[src/rtl/core/q2e_pkg.sv]
`timescale 1ns / 1ps
package q2e_pkg;

  localparam int COMPONENT_WIDTH = 16;
  localparam int ANGLE_WIDTH     = 16;
  localparam int WORD_W          = 64;
  localparam int SQRT_STEPS      = 31;
  localparam int ATAN_ENTRIES    = 32;
  localparam int FRAC_BITS       = 2 * (COMPONENT_WIDTH - 2);
  localparam int PROD_SHR        = (FRAC_BITS >= 30) ? FRAC_BITS - 30 : 0;
  localparam int PROD_SHL        = (FRAC_BITS < 30) ? 30 - FRAC_BITS : 0;
  localparam int ANGLE_SH        = 32 - ANGLE_WIDTH;

  typedef logic signed [COMPONENT_WIDTH-1:0]   comp_t;
  typedef logic signed [2*COMPONENT_WIDTH-1:0] prod_t;
  typedef logic signed [ANGLE_WIDTH-1:0]       angle_t;
  typedef logic signed [WORD_W-1:0]            word_t;

  localparam word_t Q30_ONE   = word_t'(64'sd1073741824);
  localparam word_t SQRT_ARG0 = word_t'(64'sd1) <<< 60;

  typedef struct packed {
    comp_t quat_w;
    comp_t quat_x;
    comp_t quat_y;
    comp_t quat_z;
  } in_t;

  typedef struct packed {
    angle_t roll_angle;
    angle_t pitch_angle;
    angle_t yaw_angle;
    logic   pitch_saturated;
  } out_t;

  // sums travelling beside the root extraction
  typedef struct packed {
    word_t sr;
    word_t cr;
    word_t sy;
    word_t cy;
    word_t sp;
    logic  sat;
    logic  sat_neg;
  } side_t;

  typedef struct packed {
    word_t x;
    word_t y;
    word_t z;
    logic  zero;
  } lane_t;

  // atan(2^-i), 2^31 = pi
  localparam logic [31:0] ATAN_TABLE [0:ATAN_ENTRIES-1] = '{
    32'd536870912, 32'd316933406, 32'd167458907, 32'd85004756, 32'd42667331,
    32'd21354465, 32'd10679838, 32'd5340245, 32'd2670163, 32'd1335087,
    32'd667544, 32'd333772, 32'd166886, 32'd83443, 32'd41722, 32'd20861,
    32'd10430, 32'd5215, 32'd2608, 32'd1304, 32'd652, 32'd326, 32'd163,
    32'd81, 32'd41, 32'd20, 32'd10, 32'd5, 32'd3, 32'd1, 32'd1, 32'd0
  };

  function automatic word_t atan_unit(input int idx);
    return word_t'({32'd0, ATAN_TABLE[idx]});
  endfunction

  function automatic word_t prod30(input prod_t p);
    word_t e;
    e = word_t'(p);
    return (e >>> PROD_SHR) <<< PROD_SHL;
  endfunction

  // quadrant fold into the right half plane
  function automatic lane_t cordic_pre(input word_t y, input word_t x);
    lane_t l;
    l.zero = (x == '0) && (y == '0);
    l.x    = x;
    l.y    = y;
    l.z    = '0;
    if (x < 0) begin
      if (y >= 0) begin
        l.x = y;
        l.y = -x;
        l.z = Q30_ONE;
      end else begin
        l.x = -y;
        l.y = x;
        l.z = -Q30_ONE;
      end
    end
    return l;
  endfunction

endpackage

[src/rtl/core/q2e_sqrt_cell.sv]
`timescale 1ns / 1ps
module q2e_sqrt_cell #(
  parameter int STEP = 0
) (
  input  logic           clk,
  input  logic           en,
  input  q2e_pkg::word_t n_in,
  input  q2e_pkg::word_t res_in,
  input  q2e_pkg::side_t side_in,
  output q2e_pkg::word_t n_out,
  output q2e_pkg::word_t res_out,
  output q2e_pkg::side_t side_out
);

  localparam q2e_pkg::word_t BIT =
    q2e_pkg::word_t'(64'sd1) <<< (2 * (q2e_pkg::SQRT_STEPS - 1 - STEP));

  q2e_pkg::word_t trial;
  q2e_pkg::word_t n_next, res_next;

  always_comb begin
    trial = res_in + BIT;
    if (n_in >= trial) begin
      n_next   = n_in - trial;
      res_next = (res_in >>> 1) + BIT;
    end else begin
      n_next   = n_in;
      res_next = res_in >>> 1;
    end
  end

  always_ff @(posedge clk) begin
    if (en) begin
      n_out    <= n_next;
      res_out  <= res_next;
      side_out <= side_in;
    end
  end

endmodule

[config.mk]
export PLATFORM = sky130hd
export DESIGN_NAME = q2e_sqrt_cell
export DESIGN_NICKNAME = d
export VERILOG_FILES = /design/src/rtl/core/q2e_pkg.sv /design/src/rtl/core/q2e_sqrt_cell.sv
export SDC_FILE = /design/constraint.sdc
export NUM_CORES = 1
export LEC_CHECK = 0
export ABC_AREA = 1
export BUFFER_PORTS_ARGS = -buffer_cell sky130_fd_sc_hd__buf_2
export CORE_AREA = 2 2 348 350
export DETAILED_ROUTE_END_ITERATION = 10
export DIE_AREA = 0 0 350 352
export PLACE_DENSITY = 0.43
export RECOVER_POWER = 50
export SYNTH_ARGS = -nofsm -noshare
export SYNTH_HDL_FRONTEND = slang
export SYNTH_SLANG_ARGS = --single-unit
[constraint.sdc]
create_clock -name clk -period 6.6 [get_ports clk]
set_clock_uncertainty 0.1 [all_clocks]
set_input_delay 0.33 -clock clk [delete_from_list [all_inputs] [get_ports clk]]
set_output_delay 0.33 -clock clk [all_outputs]
set_load 0.05 [all_outputs]
==> key figures <==
Synth
  – Sequential area share after synthesis: 0.661
  – Netlist Area Pre-Place: 0.0204 mm^2
  – Largest cells by area after synthesis: edfxtp_1 (66%), nand2_1 (12%), inv_1 (5.9%)
  – Synth warn: 0
  – Yosys reg bits: 450
  – Syn nets: 2458
  – Top FF cell, synth: edfxtp_1
  – Top cells by count, synth: nand2_1 (659), edfxtp_1 (450), inv_1 (321)
  – Async set or reset register ratio after synthesis: 0
  – EDFF count, synth: 450
  – Synthesized area per cell: 10.5 um^2
  – Post-synth cell types: 32
  – Post-Syn Instances: 1939
  – Synth area leader: edfxtp_1
  – Most numerous cell in the Yosys netlist: nand2_1
  – Synth top area share: 0.661

Power
  – Power Internal: 0.00625 W
  – Sw power: 0.00356 W
  – Clk network pwr share: 0.358
  – Seq pwr share: 0.364
  – Tot Pwr: 0.00981 W
  – Sw frac: 0.363
  – Power per cell area: 294 mW/mm^2
  – Worst VDD drop: 0.201 mV
  – Combinational power share: 0.277
  – P_leak: 15.4 nW

CTS
  – Clock slew at reported path FFs: 0.06 ns
  – CTS Buf Count: 59
  – H-tree levels: 2
  – Clock sink count: 450
  – Post-CTS sizing: 0
  – Clock buffer depth: 3
  – Clk root buf: clkbuf_16
  – CTS tree: done

STA
  – Tightest Pin Transition: 6.31 ns
  – F_max: 191 MHz
  – Max-slew violations: 109
  – Headroom to the max-slew limit: -3.21
  – # setup viols final: 0
  – TNS Setup: 0 ns
  – RSZ-0062 raised after global routing: no
  – Hold Vio Cnt, Final: 0
  – Crit share post-route: 0.793
  – Final min period: 5.23 ns

Worst setup path
  – CP Capture Type: flop
  – Slowest Stage Delay on Critical Path: 4.30 ns
  – Crit start category: input port
  – CP top delay family: buffers and inverters
  – Crit path buf inv count: 2
  – Critical path arrival: 5.40 ns
  – Worst-path fanout max: 144
  – Slowest CP cell: clkbuf_1
  – Critical path, cell by cell: clkbuf_1 -> buf_12
  – Req. time, crit path: 6.77 ns
  – Critical path type: input port to flop

Floorplan
  – Cell Rows: 127
  – Initial Utilization: 0.171
  – IO Pins: 902
  – Core area: 0.119 mm^2
  – Die ar.: 0.123 mm^2
  – Die width: 350 um
  – Die H: 352 um

Place
  – Post-DP HPWL: 118000 um
  – Cell Area, Placed: 0.0269 mm^2
  – Global placement routability congestion: 0.933
  – Port bufs: 901

Detailed routing
  – Vias/cell: 3.95
  – DRT Wirelength: 140000 um
  – Vias: 19800
  – Drt wl/cell: 27.8 um
  – Initial DRT Pass Iterations: 5
  – Routed Antenna Nets: 0
  – DRC Markers: 0
  – DRT iter0 DRCs: 1318

GRT
  – Global-route wire length before repair: 180000 um
  – Vias in the first global route: 20200
  – Initial antenna violation count: 84
  – Largest net degree at the start of global routing: 145
  – Total global-route track usage: 0.219
  – Grt ovf: 0

Outcome
  – Violated checks: capacitance limit, slew limit
  – Outcome: finished with violations

Layout
  – Fill cells: 12900
  – Share of cells above drive strength 1: 0.280
  – Final net count: 3846
  – Finished Cell Area: 0.0334 mm^2
  – Final Util: 0.280
  – P&R area growth vs syn: 63.4%

Worst hold path
  – Worst hold-check path type: input port to flop
  – Min-delay src: res_in[63]
  – Hold endpoint: res_out[63]$_DFFE_PP_
  – Worst Hold Depth: 3

Job
  – Maxcap violations: 1
state kept, by name (all words and copies together), names as in the netlist:
register	flops
side_out	322
n_out	64
res_out	64
routing by layer:
metal  vias up  track usage  routed length, um
met1      9523        0.231              50500
li1       9217            -                  -
met2       787        0.366              65400
met4        44       0.0670               5010
met5         -            0                284
met3       222        0.125              18300
tightest hold or removal path, delay by kind of cell:
| kind | cells | cell delay [ns] |
|---|---|---|
| simple gates | 2 | 0.23 |
| buf+inv | 1 | 0.12 |
repair_timing:
action | CTS | global route
endpoints found under the hold margin | 448 | 0
hold buffers | 448 | 0
setup buffers | 0 | 0
kinds of logic (layout without fill, tap and decap cells):
logic type / after synthesis / after routing / share of synthesized area
compound gates: 105 / 105 / 0.0278
other cells: 0 / 28 / 0
xor+xnor: 33 / 33 / 0.0141
flops: 450 / 450 / 0.661
fa+ha+maj: 67 / 67 / 0.0414
simple gates: 921 / 921 / 0.186
buf+inv: 363 / 1798 / 0.0691
area by class of cell:
type,count,area (um^2),share of cell area
flip-flops and latches,450,13500,0.405
repair buffers,1355,8970,0.269
multi-input cells,1126,5520,0.165
well taps,1612,2020,0.0604
clock buffers,64,1500,0.0448
inverters,335,1260,0.0377
clock inverters,44,558,0.0167
diodes,28,70.1,0.00210
cell usage in the layout, fill, tap and decap left out, drive strengths merged, types with 2 or more instances in the layout:
cell type	count
diode	28
and2	2
nor2	105
clkinvlp	7
clkinv	22
ha	66
buf	818
inv	338
nor3	9
xnor2	2
o21ai	18
nand2	661
a21oi	70
nand4	74
o21bai	13
xor2	31
o21a	3
nor4	7
nand3	60
clkbuf	153
edfxtp	450
bufinv	12
dlygate4sd3	448
power by group through the flow:
stage	combinational, W	clock [W]	sequential, W
after floorplan	0.000558	0	0.00457
after global placement	0.00251	0	0.00362
after detailed placement	0.00250	0	0.00362
after CTS	0.00278	0.00364	0.00357
after global routing	0.00289	0.00371	0.00360
final	0.00272	0.00352	0.00357
worst max-delay path by stage:
| stage | start | to | slack [ns] | depth (start not counted) |
|---|---|---|---|---|
| final | en | side_out[99]$_DFFE_PP_ | 1.37 | 2 |
| after detailed placement | res_in[30] | n_out[5]$_DFFE_PP_ | 1.63 | 16 |
| after floorplan | res_in[61] | n_out[35]$_DFFE_PP_ | 3.87 | 15 |
| after CTS | res_in[30] | n_out[5]$_DFFE_PP_ | 1.76 | 17 |
| after global placement | res_in[30] | n_out[26]$_DFFE_PP_ | 1.71 | 16 |
| after global routing | en | side_out[99]$_DFFE_PP_ | 0.88 | 2 |
through the flow:
stage | setup slack [ns] | hold slack, ns | std cells
finish | 1.37 | 0.0600 | 5014
global route | 0.881 | 0.0626 | 5000
CTS | 1.76 | 0.0290 | 4986
detailed placement | 1.63 | 0.408 | 4430
global placement | 1.71 | 0.407 | 4430
floorplan | 3.87 | 0.329 | 1939
No activity file was read; power rests on OpenSTA's default activity.
