### src/rtl/core/q2e_pkg.sv
`timescale 1ns / 1ps
package q2e_pkg;

  localparam int COMPONENT_WIDTH = 16;
  localparam int ANGLE_WIDTH     = 16;
  localparam int WORD_W          = 64;
  localparam int SQRT_STEPS      = 31;
  localparam int ATAN_ENTRIES    = 32;
  localparam int FRAC_BITS       = 2 * (COMPONENT_WIDTH - 2);
  localparam int PROD_SHR        = (FRAC_BITS >= 30) ? FRAC_BITS - 30 : 0;
  localparam int PROD_SHL        = (FRAC_BITS < 30) ? 30 - FRAC_BITS : 0;
  localparam int ANGLE_SH        = 32 - ANGLE_WIDTH;

  typedef logic signed [COMPONENT_WIDTH-1:0]   comp_t;
  typedef logic signed [2*COMPONENT_WIDTH-1:0] prod_t;
  typedef logic signed [ANGLE_WIDTH-1:0]       angle_t;
  typedef logic signed [WORD_W-1:0]            word_t;

  localparam word_t Q30_ONE   = word_t'(64'sd1073741824);
  localparam word_t SQRT_ARG0 = word_t'(64'sd1) <<< 60;

  typedef struct packed {
    comp_t quat_w;
    comp_t quat_x;
    comp_t quat_y;
    comp_t quat_z;
  } in_t;

  typedef struct packed {
    angle_t roll_angle;
    angle_t pitch_angle;
    angle_t yaw_angle;
    logic   pitch_saturated;
  } out_t;

  // sums travelling beside the root extraction
  typedef struct packed {
    word_t sr;
    word_t cr;
    word_t sy;
    word_t cy;
    word_t sp;
    logic  sat;
    logic  sat_neg;
  } side_t;

  typedef struct packed {
    word_t x;
    word_t y;
    word_t z;
    logic  zero;
  } lane_t;

  // atan(2^-i), 2^31 = pi
  localparam logic [31:0] ATAN_TABLE [0:ATAN_ENTRIES-1] = '{
    32'd536870912, 32'd316933406, 32'd167458907, 32'd85004756, 32'd42667331,
    32'd21354465, 32'd10679838, 32'd5340245, 32'd2670163, 32'd1335087,
    32'd667544, 32'd333772, 32'd166886, 32'd83443, 32'd41722, 32'd20861,
    32'd10430, 32'd5215, 32'd2608, 32'd1304, 32'd652, 32'd326, 32'd163,
    32'd81, 32'd41, 32'd20, 32'd10, 32'd5, 32'd3, 32'd1, 32'd1, 32'd0
  };

  function automatic word_t atan_unit(input int idx);
    return word_t'({32'd0, ATAN_TABLE[idx]});
  endfunction

  function automatic word_t prod30(input prod_t p);
    word_t e;
    e = word_t'(p);
    return (e >>> PROD_SHR) <<< PROD_SHL;
  endfunction

  // quadrant fold into the right half plane
  function automatic lane_t cordic_pre(input word_t y, input word_t x);
    lane_t l;
    l.zero = (x == '0) && (y == '0);
    l.x    = x;
    l.y    = y;
    l.z    = '0;
    if (x < 0) begin
      if (y >= 0) begin
        l.x = y;
        l.y = -x;
        l.z = Q30_ONE;
      end else begin
        l.x = -y;
        l.y = x;
        l.z = -Q30_ONE;
      end
    end
    return l;
  endfunction

endpackage

### src/rtl/core/q2e_cordic_cell.sv
`timescale 1ns / 1ps
module q2e_cordic_cell #(
  parameter int STAGE = 0
) (
  input  logic           clk,
  input  logic           en,
  input  q2e_pkg::lane_t lane_in,
  output q2e_pkg::lane_t lane_out
);

  q2e_pkg::word_t dx, dy;
  q2e_pkg::lane_t lane_next;

  always_comb begin
    dx = lane_in.y >>> STAGE;
    dy = lane_in.x >>> STAGE;
    lane_next.zero = lane_in.zero;
    if (lane_in.y >= 0) begin
      lane_next.x = lane_in.x + dx;
      lane_next.y = lane_in.y - dy;
      lane_next.z = lane_in.z + q2e_pkg::atan_unit(STAGE);
    end else begin
      lane_next.x = lane_in.x - dx;
      lane_next.y = lane_in.y + dy;
      lane_next.z = lane_in.z - q2e_pkg::atan_unit(STAGE);
    end
  end

  always_ff @(posedge clk) begin
    if (en) begin
      lane_out <= lane_next;
    end
  end

endmodule

### config.mk
export PLATFORM = sky130hd
export DESIGN_NAME = q2e_cordic_cell
export DESIGN_NICKNAME = d
export VERILOG_FILES = /design/src/rtl/core/q2e_pkg.sv /design/src/rtl/core/q2e_cordic_cell.sv
export SDC_FILE = /design/constraint.sdc
export NUM_CORES = 1
export LEC_CHECK = 0
export BUFFER_PORTS_ARGS = -buffer_cell sky130_fd_sc_hd__clkbuf_2
export CAP_MARGIN = 20
export CELL_PAD_IN_SITES_DETAIL_PLACEMENT = 2
export CELL_PAD_IN_SITES_GLOBAL_PLACEMENT = 2
export CORE_ASPECT_RATIO = 1.1
export CORE_UTILIZATION = 34
export DETAILED_ROUTE_END_ITERATION = 8
export GPL_TIMING_DRIVEN = 0
export PLACE_DENSITY_LB_ADDON = 0.3
export SLEW_MARGIN = 0
export SYNTH_ARGS = -nofsm -noshare
export SYNTH_HDL_FRONTEND = slang
export SYNTH_SLANG_ARGS = --single-unit
### constraint.sdc
create_clock -name clk -period 5.25 [get_ports clk]
set_input_delay 0.525 -clock clk [delete_from_list [all_inputs] [get_ports clk]]
set_output_delay 0.525 -clock clk [all_outputs]
set_load 0.02 [all_outputs]
==> results.json, run 1 <==
{
  "largestRegisters": "lane_out: 192 flops",
  "layout_common_cells": "clkbuf_2, a21oi_1, inv_1, edfxtp_1, ha_1",
  "place_ws_ns": -1.620,
  "finalCritPeriodShare_pct": 98.63,
  "ys_warn_count": 0,
  "grt_max_degree": 117,
  "hold_buffers": 0,
  "placed_cells": 3453,
  "rsz0062_at_grt": "no",
  "finalHoldWorstSlack_ns": 0.1820,
  "num_rows": 91,
  "cts_setup_buffers": 0,
  "cts_buffers": 17,
  "place_congestion": 0.9890,
  "drtIter0Drc": 1473,
  "ir_drop_v": 0.0002397,
  "dr_total_vias": 20700,
  "cts_root_buf": "clkbuf_16",
  "grt_usage_pct": 33.85,
  "ys_types": 89,
  "drc": 0,
  "ys_ff_latch": 192,
  "cts_tree": "built",
  "design_area_sq_um": 22990,
  "timing.final.hold_violations": 0,
  "port_buffers": 368,
  "htreeDepth": 4,
  "status": "completed",
  "wire_per_inst_microns": 28.75,
  "die-area_sq_um": 58090,
  "yosysSeqAreaShare_pct": 29.68,
  "path_class": "input pin to flop",
  "slowest_stage": "o41ai_1",
  "powerDensity_nw_per_um2": 264.6,
  "synthArstFlopShare_pct": 0,
  "crit_fanout": 4,
  "first_pass_iters": 5,
  "antenna_found_initial": 4,
  "cts_resized": 4,
  "crit_path_max_incr_delay_ns": 0.90,
  "required_ns": 5.51,
  "startpoint_type": "input pin",
  "max_freq_ghz": 0.1931,
  "p_leak_nw": 9.865,
  "coreArea_sq_um": 56250,
  "setup_slack_ns": 0.07167,
  "worstPathArrival_ns": 5.44,
  "largest_register_ffs": 192,
  "regMostFlops": "lane_out",
  "grt_pass1_wl_mm": 146.6,
  "end_kind": "flop",
  "total_power_mw": 6.082,
  "fp.dieH_microns": 252.7,
  "cts_buffer_depth": 2,
  "final_antenna_net_count": 0,
  "period_needed_ns": 5.178,
  "first_global_vias": 22180,
  "synth_edf_count": 192,
  "crit_top_cell": "o41ai_1",
  "area_growth_pct": 18.35,
  "clk_pin_slew_ns": 0.08,
  "syn_avg_cell_area_sq_um": 8.343,
  "synthCells": 2328,
  "dp_hpwl_mm": 82.30,
  "initial_core_util_pct": 34.53,
  "setup_viol": 0,
  "cap_violations": 0,
  "vias_per_cell": 5.939,
  "path_cells": "clkbuf_2 -> inv_1 -> ha_1 -> fa_1 -> nor2b_1 -> o31a_1 -> o21ai_1 -> o41ai_1 -> a21oi_1 -> o31ai_1 -> a21boi_1 -> o21a_1 -> o41ai_1 -> o21ai_0 -> xnor2_1",
  "endpoint": "lane_out[185]",
  "final_common_cell": "clkbuf_2",
  "worstSetupStartpoint": "lane_in[129]",
  "syn_area_sq_um": 19420,
  "tns_ns": 0,
  "synth_nets": 2716,
  "clock_sinks": 192,
  "wirelength_mm": 100.2,
  "slew_headroom_pct": 23.15,
  "postLayoutCoreUtil_pct": 40.87,
  "layoutNonFillerInstCount": 3485,
  "nets": 3115,
  "max_slew.worst_pin.slew_ns": 1.153,
  "die_width_microns": 229.9,
  "placed_cell_area_sq_um": 22410,
  "maxSlewViolCount": 0,
  "io_pins": 388,
  "hold_path.class": "input pin to flop",
  "drive_gt1_share_pct": 17.26,
  "grt-ovfl-total": 0,
  "synthFlopType": "edfxtp_1"
}
## routing by layer
metal,GRT usage [%],up-vias,wire (microns)
met5,0,-,14
met2,60.11,717,49850
met3,4.118,158,4468
li1,-,9234,-
met4,12.17,2,3328
met1,41.80,10590,42520
## cells by family (layout without fill, tap and decap cells)
logic type      Yosys count  after routing  synth area share, %
compound gates          804            804                26.30
simple gates            606            606                15.27
buf+inv                 323            735                6.436
fa+ha+maj               193            193                12.55
flops                   192            192                29.68
xor+xnor                165            165                7.441
mux                      45             45                2.326
other cells               0              1                    0
## worst max-delay path, delay by kind of cell
| kind | cells | cell delay (ns) |
|---|---|---|
| and+or+nand+nor | 1 | 0.17 |
| xor gates and xnor gates | 1 | 0.19 |
| AOI/OAI and AO/OA | 9 | 3.71 |
| buffers and inverters | 2 | 0.21 |
| adders and majority gates | 2 | 0.62 |
## where the power goes
part	switching, mW	internal, mW
Combinational	1.83	0.815
Clock	0.733	0.628
Sequential	0.0886	1.99
## area by class of cell
type	instances	area, sq um
flip-flops and latches	192	5766
multi-input cells	1813	12410
inverters	202	758.2
well taps	744	930.9
fillers	6514	33260
diodes	1	2.502
clock inverters	15	148.9
repair buffers	381	2051
plain buffers	120	496.7
clock buffers	17	425.4
## synthesized netlist by cell type, types with 5 or more instances
master | number | area, sq um
a211o_1 | 5 | 43.79
a211oi_1 | 11 | 82.58
a21boi_0 | 10 | 75.07
a21o_1 | 57 | 427.9
a21oi_1 | 302 | 1511
a221o_1 | 5 | 50.05
a221oi_1 | 10 | 87.58
a22oi_1 | 5 | 37.54
a31oi_1 | 20 | 125.1
a41oi_1 | 7 | 61.31
and2_1 | 12 | 75.07
and3_1 | 11 | 68.82
and4_1 | 7 | 61.31
buf_1 | 27 | 101.4
buf_2 | 15 | 75.07
clkbuf_1 | 75 | 281.5
clkinv_1 | 8 | 30.03
edfxtp_1 | 192 | 5766
ha_1 | 190 | 2377
inv_1 | 192 | 720.7
mux2i_1 | 44 | 440.4
nand2_1 | 139 | 521.8
nand2b_1 | 18 | 112.6
nand3_1 | 33 | 165.2
nand4_1 | 44 | 275.3
nor2_1 | 177 | 664.4
nor2b_1 | 18 | 112.6
nor3_1 | 56 | 280.3
nor3b_1 | 6 | 45.04
nor4_1 | 38 | 237.7
o211ai_1 | 11 | 82.58
o21a_1 | 19 | 142.6
o21ai_0 | 150 | 750.7
o21bai_1 | 80 | 600.6
o221ai_1 | 9 | 78.83
o22ai_1 | 6 | 37.54
o31a_1 | 7 | 61.31
o31ai_1 | 24 | 180.2
o41ai_1 | 6 | 52.55
or2_2 | 9 | 56.30
or3_1 | 17 | 106.4
or4_1 | 9 | 67.56
xnor2_1 | 136 | 1191
xor2_1 | 29 | 254.0
## worst min path at each step
stage	start	endpoint	slack [ns]	depth (start not counted)
floorplan	lane_in[0]	lane_out[0]	0.62	0
global placement	lane_in[4]	lane_out[4]	0.70	1
detailed placement	lane_in[8]	lane_out[8]	0.70	1
CTS	lane_in[10]	lane_out[10]	0.15	1
global route	lane_in[7]	lane_out[7]	0.17	1
finish	lane_in[18]	lane_out[18]	0.18	1
(Power assumes the default switching activity.)
==> run 2: changes to the inputs <==
==> constraint.sdc (replaced) <==
create_clock -name clk -period 5.6 [get_ports clk]
set_input_delay 0.56 -clock clk [delete_from_list [all_inputs] [get_ports clk]]
set_output_delay 0.56 -clock clk [all_outputs]
set_load 0.02 [all_outputs]
==> run 2 against run 1 <==
Clock power is 6% lower. Non-clock buffer count did not move. Power shrank 6.3%. Critical path depth increased by 3. Hold slack improved by 0.037 ns. Global-route usage stayed put. Via count fell by 0.14%. Final cell count is essentially flat.
==> results.json, run 2 (synthesis gave the netlist of run 1 again) <==
{
  "first_global_vias": 22180,
  "tns_ns": 0,
  "rsz0062_at_grt": "no",
  "slowest_stage": "a32oi_1",
  "powerDensity_nw_per_um2": 248.0,
  "startpoint_type": "input pin",
  "path_cells": "clkbuf_1 -> clkbuf_1 -> clkbuf_2 -> clkbuf_2 -> clkbuf_4 -> xor2_1 -> ha_1 -> nand2_1 -> nor2_1 -> a21o_1 -> a21oi_1 -> nor3_1 -> a21oi_1 -> or3b_2 -> a32oi_1 -> nand2_1 -> mux2i_1 -> xor2_1",
  "end_kind": "flop",
  "die_width_microns": 229.9,
  "grt_max_degree": 117,
  "crit_path_max_incr_delay_ns": 0.55,
  "nets": 3115,
  "ir_drop_v": 0.0002232,
  "cap_violations": 0,
  "cts_buffers": 17,
  "crit_family": "buffers and inverters",
  "cts_buffer_depth": 2,
  "layout_common_cells": "clkbuf_2, a21oi_1, inv_1, edfxtp_1, ha_1",
  "max_freq_ghz": 0.1861,
  "largest_register_ffs": 192,
  "cts_root_buf": "clkbuf_16",
  "coreArea_sq_um": 56250,
  "whs_path_depth": 1,
  "port_buffers": 368,
  "postLayoutCoreUtil_pct": 40.87,
  "die-area_sq_um": 58090,
  "critical_path_buf_inv_count": 5,
  "largestRegisters": "lane_out: 192 flops",
  "first_pass_iters": 6,
  "setup_viol": 0,
  "clock_sinks": 192,
  "io_pins": 388,
  "final_antenna_net_count": 0,
  "drtIter0Drc": 1479,
  "antenna_found_initial": 4,
  "worstPathArrival_ns": 5.65,
  "finalCritPeriodShare_pct": 95.97,
  "maxSlewViolCount": 0,
  "crit_fanout": 15,
  "wirelength_mm": 100.1,
  "required_ns": 5.87,
  "fp.dieH_microns": 252.7,
  "vias_per_cell": 5.929,
  "grt_pass1_wl_mm": 146.6,
  "area_growth_pct": 18.35,
  "setup_slack_ns": 0.2254,
  "hold_start": "lane_in[18]",
  "htreeDepth": 4,
  "grt-ovfl-total": 0,
  "fillCellCount": 6513,
  "period_needed_ns": 5.375,
  "num_rows": 91,
  "final_common_cell": "clkbuf_2",
  "wire_per_inst_microns": 28.73,
  "dr_total_vias": 20670,
  "drc": 0,
  "path_class": "input pin to flop",
  "drive_gt1_share_pct": 17.23,
  "slew_headroom_pct": 20.67,
  "status": "completed",
  "placed_cells": 3453,
  "place_congestion": 0.9890,
  "cts_tree": "built",
  "hold_path.class": "input pin to flop",
  "dp_hpwl_mm": 82.30,
  "grt_usage_pct": 33.85,
  "p_leak_nw": 9.861,
  "worstSetupStartpoint": "lane_in[128]",
  "place_ws_ns": -1.305,
  "clk_pin_slew_ns": 0.09,
  "worst_hold_path.endpoint": "lane_out[18]",
  "layoutNonFillerInstCount": 3486,
  "multiInputGateArea_sq_um": 12410,
  "total_power_mw": 5.701,
  "max_slew.worst_pin.slew_ns": 1.190,
  "timing.final.hold_violations": 0,
  "regMostFlops": "lane_out",
  "regArea_sq_um": 5766,
  "initial_core_util_pct": 34.53,
  "hold_buffers": 0
}
[run 2: cell types whose count changed in the layout (fill, tap and decap cells not counted)]
cell / before / now
clkbuf_4: 0 / 1
clkbuf_1: 72 / 73
buf_4: 4 / 3
clkbuf_2: 370 / 369
diode_2: 1 / 2
[run 2: cell type report]
type | count | share of cell area [%]
Antenna cell | 2 | 0.02177
Buffer | 120 | 2.155
Clock buffer | 17 | 1.851
Clock inverter | 15 | 0.6477
Inverter | 202 | 3.299
Multi-Input combinational cell | 1813 | 53.97
Sequential cell | 192 | 25.08
Tap cell | 744 | 4.050
Timing Repair Buffer | 381 | 8.921
[run 2: power by group]
part	internal, mW	switching, mW	total [mW]
Combinational	0.764	1.71	2.48
Clock	0.589	0.687	1.28
Sequential	1.86	0.0834	1.95
[run 2: per-stage QoR]
stage	hold WS, ns	instance area [sq um]
6_report	0.2192	22990
5_1_grt	0.2061	22980
4_1_cts	0.1894	22980
3_5_place_dp	0.7392	22410
3_3_place_gp	0.7366	22200
2_1_floorplan	0.6589	19420
[run 2: layer usage]
layer	global-route usage [%]	vias to the layer above	share of wire, %
met5	0	-	0.014
met4	12.17	2	3.4
met3	4.118	165	4.7
met2	60.11	741	50
met1	41.80	10530	42
li1	-	9233	-
[run 2: worst max-delay path by stage]
stage	depth (start not counted)	endpoint	slack, ns
2_1_floorplan	19	lane_out[62]	0.85
3_3_place_gp	18	lane_out[64]	-1.67
3_5_place_dp	19	lane_out[62]	-1.30
4_1_cts	18	lane_out[62]	0.07
5_1_grt	18	lane_out[62]	0.09
6_report	18	lane_out[62]	0.23
[run 2: what timing repair did]
action / in CTS / in global routing
resized for setup: 2 / 3
buffers inserted: 0 / 0
setup endpoints to repair: 9 / 4
cloned: 0 / 0
pin swaps: 0 / 0
endpoints found under the hold margin: 0 / 0
